===== src/hw/rtl/rme_pkg.sv =====
// ----------------------------------------------------------------------------
// rme_pkg
// shared constants and types for the modular exponentiation block
// ----------------------------------------------------------------------------
package rme_pkg;

    localparam int DATA_WIDTH    = 32;
    localparam int MOD_WIDTH_DEF = 32;
    localparam int APB_AW        = 4;
    localparam int APB_DW        = 32;

    localparam logic [1:0] REG_PUBLIC_EXP  = 2'd0;
    localparam logic [1:0] REG_PRIVATE_EXP = 2'd1;
    localparam logic [1:0] REG_MODULUS     = 2'd2;

    localparam logic CMD_ENCRYPT = 1'b0;
    localparam logic CMD_DECRYPT = 1'b1;

    typedef struct packed {
        logic busy;
        logic done;
    } mm_status_t;

endpackage


===== src/hw/rtl/rme_req_if.sv =====
// ----------------------------------------------------------------------------
// rme_req_if
// request channel: command and word to exponentiate
// ----------------------------------------------------------------------------
interface rme_req_if;
    import rme_pkg::*;

    logic                  valid;
    logic                  ready;
    logic                  cmd;
    logic [DATA_WIDTH-1:0] value;

    modport source (output valid, output cmd, output value, input ready);
    modport sink   (input valid, input cmd, input value, output ready);

endinterface


===== src/hw/rtl/rme_rsp_if.sv =====
// ----------------------------------------------------------------------------
// rme_rsp_if
// response channel: exponentiation result
// ----------------------------------------------------------------------------
interface rme_rsp_if;
    import rme_pkg::*;

    logic                  valid;
    logic                  ready;
    logic [DATA_WIDTH-1:0] result;

    modport source (output valid, output result, input ready);
    modport sink   (input valid, input result, output ready);

endinterface


===== src/hw/rtl/rme_cfg.sv =====
// ----------------------------------------------------------------------------
// rme_cfg
// apb register file: public exponent, private exponent, modulus
// ----------------------------------------------------------------------------
module rme_cfg
    import rme_pkg::*;
#(
    parameter int MOD_WIDTH = MOD_WIDTH_DEF
)
(
    input  logic                  clk,
    input  logic                  rst_n,
    input  logic                  psel,
    input  logic                  penable,
    input  logic                  pwrite,
    input  logic [APB_AW-1:0]     paddr,
    input  logic [APB_DW-1:0]     pwdata,
    output logic [APB_DW-1:0]     prdata,
    output logic                  pready,
    output logic [DATA_WIDTH-1:0] public_exp,
    output logic [DATA_WIDTH-1:0] private_exp,
    output logic [MOD_WIDTH-1:0]  modulus
);

    logic [DATA_WIDTH-1:0] pub_reg;
    logic [DATA_WIDTH-1:0] priv_reg;
    logic [MOD_WIDTH-1:0]  mod_reg;
    logic [1:0]            index;
    logic                  wr_en;

    assign index  = paddr[3:2];
    assign wr_en  = psel && penable && pwrite;
    assign pready = 1'b1;

    always_ff @(posedge clk or negedge rst_n)
    begin
        if (!rst_n)
        begin
            pub_reg  <= DATA_WIDTH'(1);
            priv_reg <= DATA_WIDTH'(1);
            mod_reg  <= MOD_WIDTH'(1);
        end
        else if (wr_en)
        begin
            case (index)
                REG_PUBLIC_EXP:  pub_reg  <= pwdata[DATA_WIDTH-1:0];
                REG_PRIVATE_EXP: priv_reg <= pwdata[DATA_WIDTH-1:0];
                REG_MODULUS:     mod_reg  <= pwdata[MOD_WIDTH-1:0];
                default:         ;
            endcase
        end
    end

    always_comb
    begin
        case (index)
            REG_PUBLIC_EXP:  prdata = APB_DW'(pub_reg);
            REG_PRIVATE_EXP: prdata = APB_DW'(priv_reg);
            REG_MODULUS:     prdata = APB_DW'(mod_reg);
            default:         prdata = '0;
        endcase
    end

    assign public_exp  = pub_reg;
    assign private_exp = priv_reg;
    assign modulus     = mod_reg;

endmodule


===== src/hw/rtl/rme_modmul.sv =====
// ----------------------------------------------------------------------------
// rme_modmul
// bit-serial modular multiplier: a * b mod m, double and add per bit of a
// ----------------------------------------------------------------------------
module rme_modmul
    import rme_pkg::*;
#(
    parameter int MOD_WIDTH = MOD_WIDTH_DEF
)
(
    input  logic                  clk,
    input  logic                  rst_n,
    input  logic                  start,
    input  logic [DATA_WIDTH-1:0] a,
    input  logic [MOD_WIDTH-1:0]  b,
    input  logic [MOD_WIDTH-1:0]  m,
    output mm_status_t            status,
    output logic [MOD_WIDTH-1:0]  r
);

    localparam int CW = $clog2(DATA_WIDTH);
    localparam logic [CW-1:0] LAST_BIT = CW'(DATA_WIDTH - 1);

    logic                  busy_reg,  busy_next;
    logic                  done_reg,  done_next;
    logic                  phase_reg, phase_next;
    logic [CW-1:0]         cnt_reg,   cnt_next;
    logic [DATA_WIDTH-1:0] a_reg,     a_next;
    logic [MOD_WIDTH-1:0]  b_reg,     b_next;
    logic [MOD_WIDTH-1:0]  r_reg,     r_next;

    logic [MOD_WIDTH-1:0]  addend;
    logic [MOD_WIDTH:0]    sum;
    logic [MOD_WIDTH:0]    reduced;

    // shared adder: doubling in phase 0, conditional add of b in phase 1
    assign addend  = phase_reg ? b_reg : r_reg;
    assign sum     = {1'b0, r_reg} + {1'b0, addend};
    assign reduced = (sum >= {1'b0, m}) ? (sum - {1'b0, m}) : sum;

    always_comb
    begin
        busy_next  = busy_reg;
        done_next  = 1'b0;
        phase_next = phase_reg;
        cnt_next   = cnt_reg;
        a_next     = a_reg;
        b_next     = b_reg;
        r_next     = r_reg;
        if (start)
        begin
            busy_next  = 1'b1;
            phase_next = 1'b0;
            cnt_next   = '0;
            a_next     = a;
            b_next     = b;
            r_next     = '0;
        end
        else if (busy_reg)
        begin
            if (!phase_reg)
            begin
                r_next     = reduced[MOD_WIDTH-1:0];
                phase_next = 1'b1;
            end
            else
            begin
                if (a_reg[DATA_WIDTH-1])
                begin
                    r_next = reduced[MOD_WIDTH-1:0];
                end
                a_next     = {a_reg[DATA_WIDTH-2:0], 1'b0};
                phase_next = 1'b0;
                cnt_next   = cnt_reg + CW'(1);
                if (cnt_reg == LAST_BIT)
                begin
                    busy_next = 1'b0;
                    done_next = 1'b1;
                end
            end
        end
    end

    always_ff @(posedge clk or negedge rst_n)
    begin
        if (!rst_n)
        begin
            busy_reg  <= 1'b0;
            done_reg  <= 1'b0;
            phase_reg <= 1'b0;
            cnt_reg   <= '0;
        end
        else
        begin
            busy_reg  <= busy_next;
            done_reg  <= done_next;
            phase_reg <= phase_next;
            cnt_reg   <= cnt_next;
        end
    end

    always_ff @(posedge clk)
    begin
        a_reg <= a_next;
        b_reg <= b_next;
        r_reg <= r_next;
    end

    assign status.busy = busy_reg;
    assign status.done = done_reg;
    assign r           = r_reg;

`ifndef SYNTH
    a_done_reduced: assert property (@(posedge clk) disable iff (!rst_n)
        done_reg |-> (r_reg < m))
        else $error("modmul result not reduced");
    a_start_busy: assert property (@(posedge clk) disable iff (!rst_n)
        start |=> busy_reg)
        else $error("modmul did not start");
    a_done_idle: assert property (@(posedge clk) disable iff (!rst_n)
        done_reg |-> !busy_reg)
        else $error("modmul done while busy");
`endif

endmodule


===== src/hw/rtl/rsa_modular_exponentiation.sv =====
// ----------------------------------------------------------------------------
// rsa_modular_exponentiation
// right-to-left square-and-multiply modular exponentiation over one shared
// bit-serial modular multiplier
//
// request channel carries cmd (encrypt with the public exponent, decrypt
// with the private exponent) and a 32-bit value; the response channel
// returns one result per request transaction: value ^ exponent mod modulus.
// the user must write exponents and the modulus over apb only while no
// transaction is in flight; the block itself does not enforce this.
// reads return the stored values. every modular multiplication runs
// in the shared multiplier, a doubling and an add phase per bit of a
// 32-bit operand, and reports done through a registered flag.
// an item costs one reduction of value, one squaring per exponent bit below
// the highest and one multiply per set bit; a zero exponent costs the
// reduction only, and a modulus of zero bypasses the multiplier.
// the request channel is ready only while the sequencer is idle.
// a finished result sits in the response register; a stalled receiver
// holds the next result in the sequencer until the register frees up.
// reset restores exponents and modulus to 1 and clears all control state.
// ----------------------------------------------------------------------------
module rsa_modular_exponentiation
    import rme_pkg::*;
#(
    parameter int MOD_WIDTH = MOD_WIDTH_DEF
)
(
    input  logic              clk,
    input  logic              rst_n,
    rme_req_if.sink           request,
    rme_rsp_if.source         response,
    input  logic              psel,
    input  logic              penable,
    input  logic              pwrite,
    input  logic [APB_AW-1:0] paddr,
    input  logic [APB_DW-1:0] pwdata,
    output logic [APB_DW-1:0] prdata,
    output logic              pready
);

    localparam logic [2:0] S_IDLE   = 3'd0;
    localparam logic [2:0] S_REDUCE = 3'd1;
    localparam logic [2:0] S_CHECK  = 3'd2;
    localparam logic [2:0] S_MUL    = 3'd3;
    localparam logic [2:0] S_SQR    = 3'd4;
    localparam logic [2:0] S_FINISH = 3'd5;

    logic [DATA_WIDTH-1:0] public_exp;
    logic [DATA_WIDTH-1:0] private_exp;
    logic [MOD_WIDTH-1:0]  modulus;

    logic [2:0]            state_reg,  state_next;
    logic [DATA_WIDTH-1:0] exp_reg,    exp_next;
    logic [MOD_WIDTH-1:0]  acc_reg,    acc_next;
    logic [MOD_WIDTH-1:0]  base_reg,   base_next;
    logic                  rsp_valid_reg, rsp_valid_next;
    logic [DATA_WIDTH-1:0] rsp_result_reg, rsp_result_next;

    logic                  mm_start;
    logic [DATA_WIDTH-1:0] mm_a;
    logic [MOD_WIDTH-1:0]  mm_b;
    logic [MOD_WIDTH-1:0]  mm_r;
    mm_status_t            mm_st;

    logic                  req_take;
    logic                  rsp_take;
    logic                  rsp_free;
    logic [MOD_WIDTH-1:0]  one_mod;
    logic                  mod_zero;
    logic [DATA_WIDTH-1:0] exp_shift;

    rme_cfg #(
        .MOD_WIDTH (MOD_WIDTH)
    ) u_cfg (
        .clk         (clk),
        .rst_n       (rst_n),
        .psel        (psel),
        .penable     (penable),
        .pwrite      (pwrite),
        .paddr       (paddr),
        .pwdata      (pwdata),
        .prdata      (prdata),
        .pready      (pready),
        .public_exp  (public_exp),
        .private_exp (private_exp),
        .modulus     (modulus)
    );

    rme_modmul #(
        .MOD_WIDTH (MOD_WIDTH)
    ) u_modmul (
        .clk    (clk),
        .rst_n  (rst_n),
        .start  (mm_start),
        .a      (mm_a),
        .b      (mm_b),
        .m      (modulus),
        .status (mm_st),
        .r      (mm_r)
    );

    assign request.ready   = (state_reg == S_IDLE);
    assign req_take        = request.valid && request.ready;
    assign rsp_take        = response.valid && response.ready;
    assign rsp_free        = !rsp_valid_reg || response.ready;
    assign mod_zero        = (modulus == '0);
    assign one_mod         = (modulus == MOD_WIDTH'(1)) ? '0 : MOD_WIDTH'(1);
    assign exp_shift       = exp_reg >> 1;
    assign response.valid  = rsp_valid_reg;
    assign response.result = rsp_result_reg;

    always_comb
    begin
        state_next      = state_reg;
        exp_next        = exp_reg;
        acc_next        = acc_reg;
        base_next       = base_reg;
        rsp_valid_next  = rsp_take ? 1'b0 : rsp_valid_reg;
        rsp_result_next = rsp_result_reg;
        mm_start        = 1'b0;
        mm_a            = DATA_WIDTH'(base_reg);
        mm_b            = base_reg;
        case (state_reg)
            S_IDLE:
            begin
                if (req_take)
                begin
                    exp_next = (request.cmd == CMD_DECRYPT) ? private_exp : public_exp;
                    if (mod_zero)
                    begin
                        acc_next   = '0;
                        state_next = S_FINISH;
                    end
                    else
                    begin
                        acc_next   = one_mod;
                        mm_start   = 1'b1;
                        mm_a       = request.value;
                        mm_b       = one_mod;
                        state_next = S_REDUCE;
                    end
                end
            end
            S_REDUCE:
            begin
                if (mm_st.done)
                begin
                    base_next  = mm_r;
                    state_next = S_CHECK;
                end
            end
            S_CHECK:
            begin
                if (exp_reg == '0)
                begin
                    state_next = S_FINISH;
                end
                else if (exp_reg[0])
                begin
                    mm_start   = 1'b1;
                    mm_a       = DATA_WIDTH'(acc_reg);
                    state_next = S_MUL;
                end
                else
                begin
                    mm_start   = 1'b1;
                    exp_next   = exp_shift;
                    state_next = S_SQR;
                end
            end
            S_MUL:
            begin
                if (mm_st.done)
                begin
                    acc_next = mm_r;
                    exp_next = exp_shift;
                    if (exp_shift != '0)
                    begin
                        mm_start   = 1'b1;
                        state_next = S_SQR;
                    end
                    else
                    begin
                        state_next = S_FINISH;
                    end
                end
            end
            S_SQR:
            begin
                if (mm_st.done)
                begin
                    base_next  = mm_r;
                    state_next = S_CHECK;
                end
            end
            S_FINISH:
            begin
                if (rsp_free)
                begin
                    rsp_valid_next  = 1'b1;
                    rsp_result_next = DATA_WIDTH'(acc_reg);
                    state_next      = S_IDLE;
                end
            end
            default:
            begin
                state_next = S_IDLE;
            end
        endcase
    end

    always_ff @(posedge clk or negedge rst_n)
    begin
        if (!rst_n)
        begin
            state_reg     <= S_IDLE;
            rsp_valid_reg <= 1'b0;
        end
        else
        begin
            state_reg     <= state_next;
            rsp_valid_reg <= rsp_valid_next;
        end
    end

    always_ff @(posedge clk)
    begin
        exp_reg        <= exp_next;
        acc_reg        <= acc_next;
        base_reg       <= base_next;
        rsp_result_reg <= rsp_result_next;
    end

`ifndef SYNTH
    a_done_in_wait: assert property (@(posedge clk) disable iff (!rst_n)
        mm_st.done |-> (state_reg == S_REDUCE || state_reg == S_MUL
                        || state_reg == S_SQR))
        else $error("multiplier done outside a wait state");
    a_start_idle_unit: assert property (@(posedge clk) disable iff (!rst_n)
        mm_start |-> !mm_st.busy)
        else $error("multiplier started while busy");
    a_finish_loads: assert property (@(posedge clk) disable iff (!rst_n)
        (state_reg == S_FINISH && rsp_free) |=> (response.valid && state_reg == S_IDLE))
        else $error("result not loaded into response register");
    a_wait_unit_busy: assert property (@(posedge clk) disable iff (!rst_n)
        (state_reg == S_MUL || state_reg == S_SQR || state_reg == S_REDUCE)
        |-> (mm_st.busy || mm_st.done))
        else $error("waiting on an idle multiplier");
`endif

endmodule

===== src/flat_wrapper.sv =====
// flat-port wrapper written by rule: the top's interface ports become plain ports
module rsa_modular_exponentiation_flat import rme_pkg::*;
#(
    parameter int MOD_WIDTH = MOD_WIDTH_DEF
)
  (clk, rst_n, psel, penable, pwrite, paddr, pwdata, prdata, pready, request_valid, request_cmd, request_value, request_ready, response_valid, response_result, response_ready);
  rme_req_if request_i ();
  rme_rsp_if response_i ();
  input  logic clk;
  input  logic rst_n;
  input  logic psel;
  input  logic penable;
  input  logic pwrite;
  input  logic [APB_AW-1:0] paddr;
  input  logic [APB_DW-1:0] pwdata;
  output logic [APB_DW-1:0] prdata;
  output logic pready;
  input wire logic [$bits(request_i.valid)-1:0] request_valid;
  input wire logic [$bits(request_i.cmd)-1:0] request_cmd;
  input wire logic [$bits(request_i.value)-1:0] request_value;
  output wire logic [$bits(request_i.ready)-1:0] request_ready;
  output wire logic [$bits(response_i.valid)-1:0] response_valid;
  output wire logic [$bits(response_i.result)-1:0] response_result;
  input wire logic [$bits(response_i.ready)-1:0] response_ready;
  assign request_i.valid = request_valid;
  assign request_i.cmd = request_cmd;
  assign request_i.value = request_value;
  assign request_ready = request_i.ready;
  assign response_valid = response_i.valid;
  assign response_result = response_i.result;
  assign response_i.ready = response_ready;
  rsa_modular_exponentiation #(.MOD_WIDTH(MOD_WIDTH)) u_core (.clk(clk), .rst_n(rst_n), .request(request_i), .response(response_i), .psel(psel), .penable(penable), .pwrite(pwrite), .paddr(paddr), .pwdata(pwdata), .prdata(prdata), .pready(pready));
endmodule

===== config.mk =====
export PLATFORM = sky130hd
export DESIGN_NAME = rsa_modular_exponentiation_flat
export DESIGN_NICKNAME = d
export VERILOG_FILES = /design/src/hw/rtl/rme_pkg.sv /design/src/hw/rtl/rme_req_if.sv /design/src/hw/rtl/rme_rsp_if.sv /design/src/hw/rtl/rme_cfg.sv /design/src/hw/rtl/rme_modmul.sv /design/src/hw/rtl/rsa_modular_exponentiation.sv /design/src/flat_wrapper.sv
export SDC_FILE = /design/constraint.sdc
export NUM_CORES = 1
export LEC_CHECK = 0
export ABC_AREA = 1
export BUFFER_PORTS_ARGS = -buffer_cell sky130_fd_sc_hd__buf_2
export CORE_MARGIN = 2
export CORE_UTILIZATION = 56
export CTS_CLUSTER_SIZE = 14
export DETAILED_ROUTE_END_ITERATION = 10
export GPL_TIMING_DRIVEN = 0
export PLACE_DENSITY = 0.78
export SETUP_SLACK_MARGIN = 0.2
export SLEW_MARGIN = 20
export SYNTH_ARGS = -nofsm -noshare
export SYNTH_HDL_FRONTEND = slang
export SYNTH_SLANG_ARGS = --single-unit

===== constraint.sdc =====
create_clock -name clk -period 4.1 [get_ports clk]
set_input_delay 0.41 -clock clk [delete_from_list [all_inputs] [get_ports clk]]
set_output_delay 0.41 -clock clk [all_outputs]
set_load 0.01 [all_outputs]

==> flow_summary.yaml <==
setup_path:
  critPathMaxFanout: 6
  worstSetupPathType: "flop to flop"
  cp-end-kind: "flop"
  worst_setup_path_start_kind: "flop"
  slowest_delay_ns: 0.46
  reg2reg_from: "u_core.u_modmul.phase_reg"
  crit_slowest_cell: "dfrtp_2"
  rr_worst_depth: 29
  arrival_ns: 4.77
  startpoint: "u_core.u_modmul.phase_reg"
  cp_data_required_time_ns: 4.58
logic_synthesis:
  ys_ff_latch: 332
  syn-num-nets: 2957
  yosys.area_share.adder: 0.04192
  async_flop_share: 0.3253
  syn_avg_cell_area_um2: 7.342
  synth_xor_area_frac: 0.01442
  yosys_most_used_dff: "edfxtp_1"
  yosysUniqueCellTypes: 48
  synth_area_um2: 20650
  ys_warn_count: 0
  synthMuxAreaShare: 0
  synth_top_family_by_area: "simple AND/OR/NAND/NOR gates"
  synth_compound_area_frac: 0.1094
  synth-edff-count: 192
  seq_area_frac_synth: 0.4412
  netlist_instances: 2813
  synth-simple-area-share: 0.2715
clock_tree:
  cts_tree: "built"
  clk_latency_ns: 0.56
  cts.clk_slew.worst_paths_ns: 0.06
  cts_max_level: 2
  cts_sinks: 332
  clockBufferDepth: 3
  root_buffer: "clkbuf_16"
  cts_buffers: 36
grt:
  grt_max_degree: 64
  antenna_found_initial: 0
  grtUsageTotal: 0.3602
  grt_pass1_wl_um: 106700
  grt_pass1_vias: 19630
  gr-total-overflow: 0
route:
  drt-total-wl_um: 72710
  drc: 0
  drt-initial-drc-count: 2300
  wl_per_cell_um: 20.20
  ant_nets: 0
  vias: 20510
  via_per_inst: 5.697
  dr.pass1.iters: 6
sta:
  fmax_mhz: 233.2
  period_share: 1.046
  setup_viol: 32
  rsz0062_at_grt: "true"
  setup_slack_ns: -0.1887
  skew_ns: 0.02198
  post-route-min-period_ns: 4.289
  slew_headroom: 0.2983
  hold_viol: 0
  final-max-slew-violation-count: 0
  worstMarginPinSlew_ns: 1.046
  tns_ns: -3.967
floorplan:
  die_x_um: 196.0
  die_area_um2: 38430
  pin_count: 143
  die_h_um: 196.0
  rows: 70
  core_area_um2: 36430
  start_util: 0.5669
final_layout:
  layout.nets: 3249
  final_cell_mix: "nand2_1, inv_1, edfxtp_1, buf_2, o21ai_0"
  final_util: 0.7406
  final_common_cell: "nand2_1"
  layout-drive-gt1-share: 0.2605
  stdcell_area_um2: 26980
  antennaDiodeCount: 0
  syn_to_final_growth_pct: 30.64
place:
  hpwl_um: 51960
  gp_congestion: 0.9505
  post-place-ws_ns: -1.306
  dpl_cell_area_um2: 22120
  portBuffers: 138
flow_run:
  maxCapViolCount: 0
worst_hold_path:
  worstHoldStart: "pwdata[26]"
  min_path_cells: 3
  hp-class: "input pin to flop"
run_status:
  status: "finished, violations left"
  violations: "negative setup slack"
[what timing repair did]
| action | CTS | global route |
|---|---|---|
| cloned | 6 | 3 |
| setup endpoints to repair | 32 | 32 |
| buffers inserted | 60 | 39 |
| pin swaps | 96 | 119 |
| hold endpoints to repair | 62 | 0 |
| resized for setup | 334 | 320 |
| hold buffers | 1 | 0 |
[worst paths after layout]
| kind | to | slack, ns |
|---|---|---|
| worst max-delay path | u_core.u_modmul.r[10] | -0.19 |
| worst min-delay path | u_core.u_cfg.modulus[26] | 0.13 |
| worst max register to register | u_core.u_modmul.r[10] | -0.19 |
| worst min register to register | u_core.response.result[21] | 0.46 |
| max in group asynchronous | u_core.u_cfg.modulus[0] | 2.99 |
| min in group asynchronous | u_core.u_cfg.private_exp[25] | 0.40 |
[cells by family after synthesis]
family / after synthesis
AND/OR/NAND/NOR: 1360
buffers and inverters: 633
flip-flops: 332
AO/OA/AOI/OAI: 385
XOR/XNOR: 34
other: 1
adder cells (fa/ha/maj): 68
[metrics by stage]
step                      cells  hold slack (ns)
final                      3600           0.1305
after global routing       3600           0.1606
after CTS                  3558           0.1254
after detailed placement   3426           0.4298
after global placement     3419           0.4397
after floorplan            2813           0.1144
[critical path: cells and delay by family, from the launching register on]
| family | cells | cell delay (ns) |
|---|---|---|
| flops | 1 | 0.46 |
| compound gates | 2 | 0.23 |
| simple gates | 18 | 1.91 |
| buf+inv | 7 | 0.94 |
| fa+ha+maj | 2 | 0.65 |
[cell usage after synthesis (all sizes together), types with 2 or more instances]
| master | number | area share |
|---|---|---|
| a21o | 2 | 0.00073 |
| a21oi | 104 | 0.026 |
| a22o | 4 | 0.0017 |
| a22oi | 27 | 0.0098 |
| and2 | 5 | 0.0015 |
| and3 | 2 | 0.00061 |
| buf | 36 | 0.012 |
| clkbuf | 59 | 0.011 |
| dfrtp | 105 | 0.13 |
| dfstp | 3 | 0.0038 |
| dfxtp | 32 | 0.031 |
| edfxtp | 192 | 0.28 |
| fa | 2 | 0.0019 |
| ha | 66 | 0.040 |
| inv | 538 | 0.098 |
| nand2 | 916 | 0.17 |
| nand3 | 159 | 0.039 |
| nand3b | 2 | 0.00073 |
| nand4 | 30 | 0.0091 |
| nor2 | 189 | 0.037 |
| nor3 | 23 | 0.0061 |
| nor4 | 11 | 0.0033 |
| o211ai | 33 | 0.012 |
| o21ai | 171 | 0.041 |
| o21bai | 9 | 0.0033 |
| o221ai | 31 | 0.013 |
| or2 | 23 | 0.0070 |
| xnor2 | 9 | 0.0038 |
| xor2 | 25 | 0.011 |
[layer usage]
layer  vias to the layer above  track usage  wire length [µm]
li1                       9540            -                 -
met1                      9606       0.4648             28220
met2                      1087       0.6037             34140
met3                       276      0.04745              5804
met4                         0       0.1728              4546
met5                         -            0                 0
[final cells by class]
| type | count | area (µm²) |
|---|---|---|
| tap | 468 | 585.6 |
| buffer | 95 | 606.8 |
| inverter | 538 | 2019 |
| sequential | 332 | 9114 |
| timing repair buffer | 254 | 1769 |
| clock inverter | 15 | 217.7 |
| clock buffer | 50 | 1056 |
| multi-input combinational | 1848 | 11610 |
| fill | 2713 | 9453 |
Power is left out: the tool's default activity adds up to more than one toggle a clock period on the data nets, which glitch-free logic cannot reach.
